<file path="src/rtl/ptt_pkg.sv">
`timescale 1ns / 1ps
`default_nettype none

package ptt_pkg;

	localparam int SLOTS = 20;
	// slot position / one-based id, wide enough to hold SLOTS
	localparam int ID_W  = $clog2(SLOTS + 1);
	localparam int SID_W = 5;
	localparam int RID_W = 5;
	localparam int PER_W = 16;
	localparam int CMP_W = (ID_W > SID_W) ? ID_W : SID_W;

	typedef enum logic [1:0] {
		K_TICK   = 2'd0,
		K_ADD    = 2'd1,
		K_REMOVE = 2'd2,
		K_FINISH = 2'd3
	} kind_t;

	typedef enum logic [2:0] {
		RK_FIRE     = 3'd0,
		RK_ADD      = 3'd1,
		RK_REMOVE   = 3'd2,
		RK_TICKDONE = 3'd3,
		RK_FINISH   = 3'd4
	} rkind_t;

	// request token walking the cell row
	typedef struct packed {
		logic             valid;
		kind_t            kind;
		logic [SID_W-1:0] slot_id;
		logic [PER_W-1:0] period;
		logic             keep;
		logic [ID_W-1:0]  pos;  // index of the cell the token enters next
		logic [ID_W-1:0]  got;  // id claimed, freed or finished so far, 0 if none
	} tok_t;

	typedef struct packed {
		logic            valid;
		logic [ID_W-1:0] id;
	} fire_t;

endpackage

`default_nettype wire

</file>
<file path="src/rtl/ptt_cell.sv">
`timescale 1ns / 1ps
`default_nettype none

module ptt_cell (
	input  wire logic          clk,
	input  wire logic          arst_n,
	input  wire logic          adv,
	input  wire ptt_pkg::tok_t tok_in,
	output ptt_pkg::tok_t      tok_out,
	output ptt_pkg::fire_t     fire
);

	logic [ptt_pkg::PER_W-1:0] period_q, period_d;
	logic [ptt_pkg::PER_W-1:0] rem_q, rem_d;
	logic                      pend_q, pend_d;
	ptt_pkg::tok_t             tok_q, nxt;
	logic [ptt_pkg::ID_W-1:0]  my_id;
	logic                      act, busy, hit;

	assign act   = tok_in.valid && adv;
	assign busy  = (period_q != '0);
	assign my_id = tok_in.pos + ptt_pkg::ID_W'(1);
	assign hit   = (ptt_pkg::CMP_W'(tok_in.slot_id) == ptt_pkg::CMP_W'(my_id));

	always_comb begin
		nxt        = tok_in;
		nxt.pos    = my_id;
		period_d   = period_q;
		rem_d      = rem_q;
		pend_d     = pend_q;
		fire.valid = 1'b0;
		fire.id    = my_id;
		case (tok_in.kind)
			ptt_pkg::K_TICK: begin
				if (busy && !pend_q) begin
					if (rem_q != '0) begin
						rem_d = rem_q - ptt_pkg::PER_W'(1);
					end else begin
						pend_d     = 1'b1;
						fire.valid = act;
					end
				end
			end
			ptt_pkg::K_ADD: begin
				// first free cell on the way claims the request
				if (!busy && tok_in.got == '0) begin
					period_d = tok_in.period;
					rem_d    = tok_in.period;
					pend_d   = 1'b0;
					nxt.got  = my_id;
				end
			end
			ptt_pkg::K_REMOVE: begin
				if (hit && busy) begin
					period_d = '0;
					pend_d   = 1'b0;
					nxt.got  = my_id;
				end
			end
			ptt_pkg::K_FINISH: begin
				if (hit && busy && pend_q) begin
					pend_d = 1'b0;
					if (tok_in.keep) begin
						rem_d = period_q;
					end else begin
						period_d = '0;
					end
					nxt.got = my_id;
				end
			end
			default: begin
			end
		endcase
	end

	always_ff @(posedge clk or negedge arst_n) begin
		if (!arst_n) begin
			period_q <= '0;
			pend_q   <= 1'b0;
		end else if (act) begin
			period_q <= period_d;
			pend_q   <= pend_d;
		end
	end

	always_ff @(posedge clk) begin
		if (act) begin
			rem_q <= rem_d;
		end
	end

	always_ff @(posedge clk or negedge arst_n) begin
		if (!arst_n) begin
			tok_q <= '0;
		end else if (adv) begin
			tok_q <= nxt;
		end
	end

	assign tok_out = tok_q;

endmodule

`default_nettype wire

</file>
<file path="src/rtl/periodic_task_timer_table.sv">
// A request is registered in the head, then in each cell (visiting every cell once), then
// as the closing result in the output register; the chain holds while the output is stalled.
// Fire results come out as cells are passed; a new request waits for the closing result.
// Reset (arst_n low, asynchronous): every slot free, no pending slot, no request in flight.
// Remaining counts are not reset; a slot's count is loaded when the slot is added.
`timescale 1ns / 1ps
`default_nettype none

module periodic_task_timer_table (
	input  wire logic        clk,
	input  wire logic        arst_n,
	input  wire logic        s_tvalid,
	output logic             s_tready,
	input  wire logic [23:0] s_tdata,  // slot_id[4:0], period[20:5], keep[21], zero pad
	input  wire logic [1:0]  s_tuser,  // kind[1:0]
	output logic             m_tvalid,
	input  wire logic        m_tready,
	output logic [7:0]       m_tdata,  // result_id[4:0], zero pad
	output logic [2:0]       m_tuser,  // result_kind[2:0]
	output logic             m_tlast
);

	ptt_pkg::tok_t  head_q;
	ptt_pkg::tok_t  tok_link [ptt_pkg::SLOTS+1];
	ptt_pkg::fire_t fires [ptt_pkg::SLOTS];
	ptt_pkg::tok_t  end_tok;

	logic                      busy_q;
	logic                      out_valid_q;
	logic [ptt_pkg::RID_W-1:0] out_id_q;
	ptt_pkg::rkind_t           out_kind_q;
	logic                      out_last_q;

	logic                      adv, accept;
	logic                      e_valid, e_last;
	logic [ptt_pkg::ID_W-1:0]  e_id;
	ptt_pkg::rkind_t           e_kind;

	// chain moves only when the output register can take a result
	assign adv      = !out_valid_q || m_tready;
	assign s_tready = !busy_q;
	assign accept   = s_tvalid && s_tready;
	assign end_tok  = tok_link[ptt_pkg::SLOTS];

	assign tok_link[0] = head_q;

	for (genvar g = 0; g < ptt_pkg::SLOTS; g++) begin : g_cell
		ptt_cell u_cell (
			.clk     (clk),
			.arst_n  (arst_n),
			.adv     (adv),
			.tok_in  (tok_link[g]),
			.tok_out (tok_link[g+1]),
			.fire    (fires[g])
		);
	end

	always_ff @(posedge clk or negedge arst_n) begin
		if (!arst_n) begin
			head_q <= '0;
		end else if (accept) begin
			head_q.valid   <= 1'b1;
			head_q.kind    <= ptt_pkg::kind_t'(s_tuser[1:0]);
			head_q.slot_id <= s_tdata[4:0];
			head_q.period  <= s_tdata[20:5];
			head_q.keep    <= s_tdata[21];
			head_q.pos     <= '0;
			head_q.got     <= '0;
		end else if (adv) begin
			head_q.valid <= 1'b0;
		end
	end

	// only one token in flight, so at most one source is active
	always_comb begin
		e_valid = 1'b0;
		e_kind  = ptt_pkg::RK_FIRE;
		e_id    = '0;
		e_last  = 1'b0;
		for (int i = 0; i < ptt_pkg::SLOTS; i++) begin
			if (fires[i].valid) begin
				e_valid = 1'b1;
				e_id    = fires[i].id;
			end
		end
		if (end_tok.valid) begin
			e_valid = 1'b1;
			e_last  = 1'b1;
			e_id    = end_tok.got;
			case (end_tok.kind)
				ptt_pkg::K_TICK: begin
					e_kind = ptt_pkg::RK_TICKDONE;
					e_id   = '0;
				end
				ptt_pkg::K_ADD:    e_kind = ptt_pkg::RK_ADD;
				ptt_pkg::K_REMOVE: e_kind = ptt_pkg::RK_REMOVE;
				ptt_pkg::K_FINISH: e_kind = ptt_pkg::RK_FINISH;
				default:           e_kind = ptt_pkg::RK_FINISH;
			endcase
		end
	end

	always_ff @(posedge clk or negedge arst_n) begin
		if (!arst_n) begin
			busy_q      <= 1'b0;
			out_valid_q <= 1'b0;
		end else begin
			if (accept) begin
				busy_q <= 1'b1;
			end else if (adv && end_tok.valid) begin
				busy_q <= 1'b0;
			end
			if (adv) begin
				out_valid_q <= e_valid;
			end
		end
	end

	always_ff @(posedge clk) begin
		if (adv && e_valid) begin
			out_id_q   <= ptt_pkg::RID_W'(e_id);
			out_kind_q <= e_kind;
			out_last_q <= e_last;
		end
	end

	assign m_tvalid = out_valid_q;
	assign m_tdata  = {3'b000, out_id_q};
	assign m_tuser  = out_kind_q;
	assign m_tlast  = out_last_q;

endmodule

`default_nettype wire

</file>
<file path="config.mk">
export PLATFORM = sky130hd
export DESIGN_NAME = periodic_task_timer_table
export DESIGN_NICKNAME = d
export VERILOG_FILES = /design/src/rtl/ptt_pkg.sv /design/src/rtl/ptt_cell.sv /design/src/rtl/periodic_task_timer_table.sv
export SDC_FILE = /design/constraint.sdc
export NUM_CORES = 2
export LEC_CHECK = 0
export ABC_CLOCK_PERIOD_IN_PS = 6780
export BUFFER_PORTS_ARGS = -buffer_cell sky130_fd_sc_hd__buf_2
export CORE_MARGIN = 3
export CORE_UTILIZATION = 55
export CTS_BUF_LIST = sky130_fd_sc_hd__clkbuf_16
export DETAILED_ROUTE_END_ITERATION = 6
export PLACE_DENSITY = 0.68
export RECOVER_POWER = 100
export SYNTH_ARGS = -nofsm -noshare
export SYNTH_HDL_FRONTEND = slang
export SYNTH_SLANG_ARGS = --single-unit
</file>
<file path="constraint.sdc">
create_clock -name clk -period 6.78 [get_ports clk]
set_input_delay 1.356 -clock clk [delete_from_list [all_inputs] [get_ports clk]]
set_output_delay 1.356 -clock clk [all_outputs]
set_load 0.02 [all_outputs]
</file>
* Yosys cells after proc, flatten, opt, wreduce, memory -nomap -nowiden
Cells that the tools add are included.
Storage, ports and cells: output and inout port bits 14, input bits 30, register bits 1365
Cells by class: multiplexer cells 509, equality and inequality tests 243, add/sub/neg operators 39, reductions and logical operators 327
Operator list (count):
- $mux W16 | 160
- $pmux W16 S3 | 40
- $reduce_bool A16 Y1 | 40
- $mux W5 | 78
- $sub A16 B1 Y16 const B | 20
- $pmux W5 S3 | 20
- $reduce_and A6 Y1 | 40
- $ne A2 B1 Y1 const B | 100
- $mux W1 | 190
- $reduce_and A7 Y1 | 20
- $ne A2 B2 Y1 const B | 60
- $reduce_bool A3 Y1 | 40
- $logic_and A1 B1 Y1 | 102
- $eq A5 B5 Y1 | 19
- $logic_not A5 Y1 | 19
- $add A5 B1 Y5 const B | 18
- $eq A2 B2 Y1 const B | 42
- $pmux W1 S4 | 20
- $eq A2 B1 Y1 const B | 21
- $logic_not A1 Y1 | 42
- $logic_not A2 Y1 | 21
- $pmux W3 S4 | 1
- $eq A5 B1 Y1 const B | 1
- $reduce_bool A2 Y1 | 2
- 2 further kinds | 2

* Depth between registers and ports, before layout
word-level depth 28, gate-level depth with buffers 11

* Modules after synthesis
A second synthesis with hierarchy kept.
Unflattened totals: cell total of the unflattened synthesis 7029, area, all modules 77305.4 µm²
Modules (own cells, without submodules):
- ptt_cell at g_cell[10].u_cell ... | area each 3917.5 µm², cells an instance 359, sequential area each 1781.7 µm², times used 7
- ptt_cell at g_cell[19].u_cell ... | area each 3611.0 µm², cells an instance 322, sequential area each 1781.7 µm², times used 6
- ptt_cell at g_cell[6].u_cell ... | area each 3673.5 µm², cells an instance 333, sequential area each 1781.7 µm², times used 3
- ptt_cell at g_cell[11].u_cell ... | area each 3684.8 µm², cells an instance 335, sequential area each 1781.7 µm², times used 2
- ptt_cell at g_cell[9].u_cell | area each 3772.4 µm², cells an instance 332, sequential area each 1781.7 µm², times used 1
- ptt_cell at g_cell[0].u_cell | area each 3723.6 µm², cells an instance 343, sequential area each 1781.7 µm², times used 1
- periodic_task_timer_table | area each 2331.0 µm², cells an instance 240, sequential area each 945.9 µm², times used 1

* Worst setup path before layout
OpenSTA, ideal clock, no wires.
path kind input port to flip-flop, from in m_tready, to reg g_cell[17].u_cell.rem_q[0] (netlist name), enable pin, cell stages on the path 8, setup slack 0.846 ns, setup time 0.478 ns, arrival time 5.457 ns, buffers on the path 5, path through nand2b_1 -> buf_2 -> buf_2 -> buf_2 -> clkbuf_1 -> clkbuf_1 -> o311ai_0 -> a2111oi_0
On the way: longest elaborated chain between the ends 3
RTL lines:
- start, declared | RTL line periodic_task_timer_table.sv:17 | input wire logic m_tready,
- $logic_or A1 B1 Y1 | RTL line periodic_task_timer_table.sv:40 | assign adv = !out_valid_q || m_tready;
- $logic_and A1 B1 Y1 | RTL line ptt_cell.sv:20 | assign act = tok_in.valid && adv;
- $reduce_and A7 Y1 (no source line)
- end signal, assigned | RTL line ptt_cell.sv:88 | rem_q <= rem_d;
- end, declared | RTL line ptt_cell.sv:14 | logic [ptt_pkg::PER_W-1:0] rem_q, rem_d;
No other way between the ends. A chain may end at the register's enable or synchronous reset.

* Worst setup path in the final report
from in m_tready, to reg out_id_q[3] (netlist name) (data pin)
On the way: longest elaborated chain between the ends 24
RTL lines:
- $logic_or A1 B1 Y1 * | RTL line periodic_task_timer_table.sv:40
- $logic_and A1 B1 Y1 | RTL line ptt_cell.sv:20
- $mux W1 | RTL line ptt_cell.sv:36 | if (rem_q != '0) begin
- $mux W1 | RTL line ptt_cell.sv:35 | if (busy && !pend_q) begin
- $mux W1 | RTL line ptt_cell.sv:33 | case (tok_in.kind)
- $mux W5 (17 in a row) | RTL line periodic_task_timer_table.sv:81 | if (fires[i].valid) begin
- $mux W5 * | RTL line periodic_task_timer_table.sv:81
- $mux W5 * | RTL line periodic_task_timer_table.sv:86 | if (end_tok.valid) begin
- via e_id (one bit) | RTL line periodic_task_timer_table.sv:36 | logic [ptt_pkg::ID_W-1:0] e_id;
- end signal, assigned | RTL line periodic_task_timer_table.sv:121 | out_id_q <= ptt_pkg::RID_W'(e_id);
- end, declared | RTL line periodic_task_timer_table.sv:30 | logic [ptt_pkg::RID_W-1:0] out_id_q;
The timed path passes the listed nets; every way through them passes the cells marked *.

==> metrics.cfg <==
[pwr]
intPower_mw=18.89
p_total_mw=30.20
p_seq_share_pct=43.5
p_switching_mw=11.31
power_frac_comb_pct=30.7
vdd_drop_max_mv=0.3126
swShare_pct=37.46
clockPowerShare_pct=25.8
power_leakage_nw=32.31
power.density_mw_per_mm2=410.2

[floorplan]
chipHeight_um=356.3
io_pins=44
start_util_pct=55.82
fp-row-count=127
die_w_um=356.3
dieArea_mm2=0.1270
design.core.area_mm2=0.1209

[final_layout]
nNetsFinal=7187
syn2layout_area_growth_pct=9.040
antennaDiodeCount=0
finalNonFillerCells=8845
drive_above_1_share_pct=8.171

[clock_network]
worstSkewPairLatency_ns=0.80
cts_tree=done
numCtsBuffers=146
clkTransAtPathRegs_ns=0.06
postCtsSetupRepairBufs=0
clock-root-buffer=clkbuf_16
htreeDepth=4
clock-sinks=1349
clockBufferDepth=3
cts_resized=0
hold_buffers=0

[grt]
grt_usage_pct=26.25
gr-total-overflow=0
use_met1_pct=37.90
gr-usage-met3_pct=3.691
grt_max_degree=179
grt_pass1_wl_mm=269.5
grt_pass1_vias=49140
antenna_found_initial=2
use_met2_pct=41.30
top_usage_layer=met2

[setup_path]
start_kind=primary input
worstPathArrival_ns=6.19
cp_data_required_time_ns=7.40
path_class=in2reg
critPathLaunch=m_tready
reg2reg_from=g_cell[4].u_cell.tok_out[33]$_DFFE_PN0N_
path_max_fanout=45
worstSetupEndpointType=register
r2r_cells=8

[yosys]
ys_ff_latch=1349
synth_top_flop_cell=dfrtp_1
synth_area_per_cell_um2=9.397
synth-edff-count=329
async_flop_share_pct=75.61
synth_area_mm2=0.06750
synth.distinct_cells=97
ys_seq_area_share_pct=52.45
synthCells=7183
ys_warn_count=0

[timing]
relSlewSlack_pct=-155.8
max_freq_mhz=179.8
finalSetupViolCount=0
fin_crit_sh_pct=82.04
tightest_slew_ns=3.837
hold_violations=0
period_needed_ns=5.562
rsz0062_at_grt=false
fin_setup_tns_ns=0
report.final.slew_viol_count=1532
skew_ns=0.03322

[min_path]
hp-start=g_cell[8].u_cell.tok_out[34]$_DFFE_PN0N_
holdPathStages=2
hp-class=reg2reg

[routing]
drt-initial-drc-count=4734
via_count=51140
routed_wl_mm=166.4
drc=0
first_pass_iters=6
detail-route-antenna-nets=0
drt-wirelength-per-cell_um=18.82
via_per_inst=5.782

[status]
violations=capacitance limit, slew limit
status=finished with violations

[placement]
dp_hpwl_mm=115.4
gp_congestion=0.8803
port_buffers=38
place_inst=8577

[job]
max_cap_violations=29

-- Yosys cell counts (all sizes together), types with 108 or more instances --
cell | instances | area, um2
nand2 | 1770 | 6644
dfrtp | 1020 | 25520
a21oi | 619 | 3098
nor2 | 605 | 2271
edfxtp | 329 | 9879
clkbuf | 302 | 1135
mux2 | 270 | 3040
nor2b | 270 | 1689
xor2 | 219 | 1918
o21ai | 197 | 985.9
xnor2 | 164 | 1436
nor3 | 151 | 760.7
nor4 | 147 | 925.9
mux2i | 110 | 1101
inv | 108 | 405.4
-- layout by cell type (no fill, tap or decap), types with 13 or more instances in the layout --
cell type,n
nor3_1,150
or2_2,13
o211ai_1,18
mux2i_1,110
mux2_2,268
dfrtp_1,1020
nand4_1,43
a22o_1,38
a211oi_1,27
nand3_1,97
xor2_1,219
nor3b_1,16
clkinv_2,21
and3_1,23
nand2_1,1770
nand2b_1,57
inv_1,146
buf_4,46
a41oi_1,15
clkinv_1,28
or4_1,51
nor2_1,605
a21oi_1,619
edfxtp_1,329
xnor2_1,164
nor2b_1,270
a21boi_0,15
buf_2,25
clkbuf_1,71
o21ai_0,197
nor4_1,146
o31ai_1,14
a221oi_1,13
or3_1,66
a31oi_1,63
ha_1,44
clkbuf_16,151
-- layout make-up --
class / instances / area [um2]
tap: 1612 / 2017
clock inverter: 117 / 882.1
inverter: 111 / 416.7
fill: 10280 / 47320
sequential: 1349 / 35400
clock buffer: 151 / 3779
multi-input combinational: 5355 / 30270
timing repair buffer: 150 / 832.0
-- layer usage --
metal / wire length, um / share of wire [%]
met1: 75770 / 46
met4: 4733 / 2.8
met5: 0 / 0
met3: 8792 / 5.3
met2: 77130 / 46
-- critical path, stage by stage --
cell	delay [ns]
clkbuf_1	0.14
nand2b_1	0.76
clkbuf_1	1.57
and3_1	0.33
nand4bb_1	0.18
or3_1	0.51
mux2i_1	0.19
nor4_1	0.60
o311ai_0	0.33
nand3_2	0.19
-- power by group through the flow --
stage / clock network [mW] / registers, mW / logic (mW)
6_report: 7.79 / 13.1 / 9.27
5_1_grt: 8.29 / 13.4 / 10.4
4_1_cts: 7.95 / 13.1 / 9.31
3_5_place_dp: 0 / 13.2 / 9.25
3_3_place_gp: 0 / 13.2 / 9.01
2_1_floorplan: 0 / 12.3 / 7.05
-- final timing paths --
path / endpoint / slack, ns
setup / recovery: out_id_q[3]$_DFFE_PP_ / 1.22
hold / removal: g_cell[8].u_cell.tok_out[34]$_DFFE_PN0N_ / 0.48
setup reg to reg: out_id_q[1]$_DFFE_PP_ / 1.43
hold reg to reg: g_cell[8].u_cell.tok_out[34]$_DFFE_PN0N_ / 0.48
max in group asynchronous: g_cell[1].u_cell.tok_out[22]$_DFFE_PN0N_ / 1.86
min in group asynchronous: g_cell[15].u_cell.period_q[2]$_DFFE_PN0P_ / 0.56
-- state kept, by name, indices dropped and copies added (netlist names) --
| register | flops |
|---|---|
| busy_q | 1 |
| g_cell.u_cell.pend_q | 20 |
| g_cell.u_cell.period_q | 320 |
| g_cell.u_cell.rem_q | 320 |
| g_cell.u_cell.tok_out | 653 |
| head_q | 25 |
| m_tlast | 1 |
| m_tuser | 3 |
| m_tvalid | 1 |
| out_id_q | 5 |
-- metrics by stage --
| stage | utilization [%] | cell area [um2] | worst slack (ns) | hold slack, ns |
|---|---|---|---|---|
| 2_1_floorplan | - | 67510 | 0.8455 | 0.4382 |
| 3_3_place_gp | 57.34 | 69340 | 1.946 | 0.4619 |
| 3_5_place_dp | 57.34 | 69340 | 1.873 | 0.4669 |
| 4_1_cts | 61.20 | 74000 | 2.384 | 0.4756 |
| 5_1_grt | 60.87 | 73600 | 1.035 | 0.5121 |
| 6_report | 60.87 | 73600 | 1.218 | 0.4806 |
-- kinds of logic after synthesis --
group	synth area share, %
AO/OA/AOI/OAI	9.761
XOR/XNOR	5.422
adder cells (fa/ha/maj)	0.8156
buffers and inverters	2.714
flip-flops	52.45
multiplexers	6.135
other	0.005555
AND/OR/NAND/NOR	22.70
Note: power is estimated with default switching activity, not from simulation.
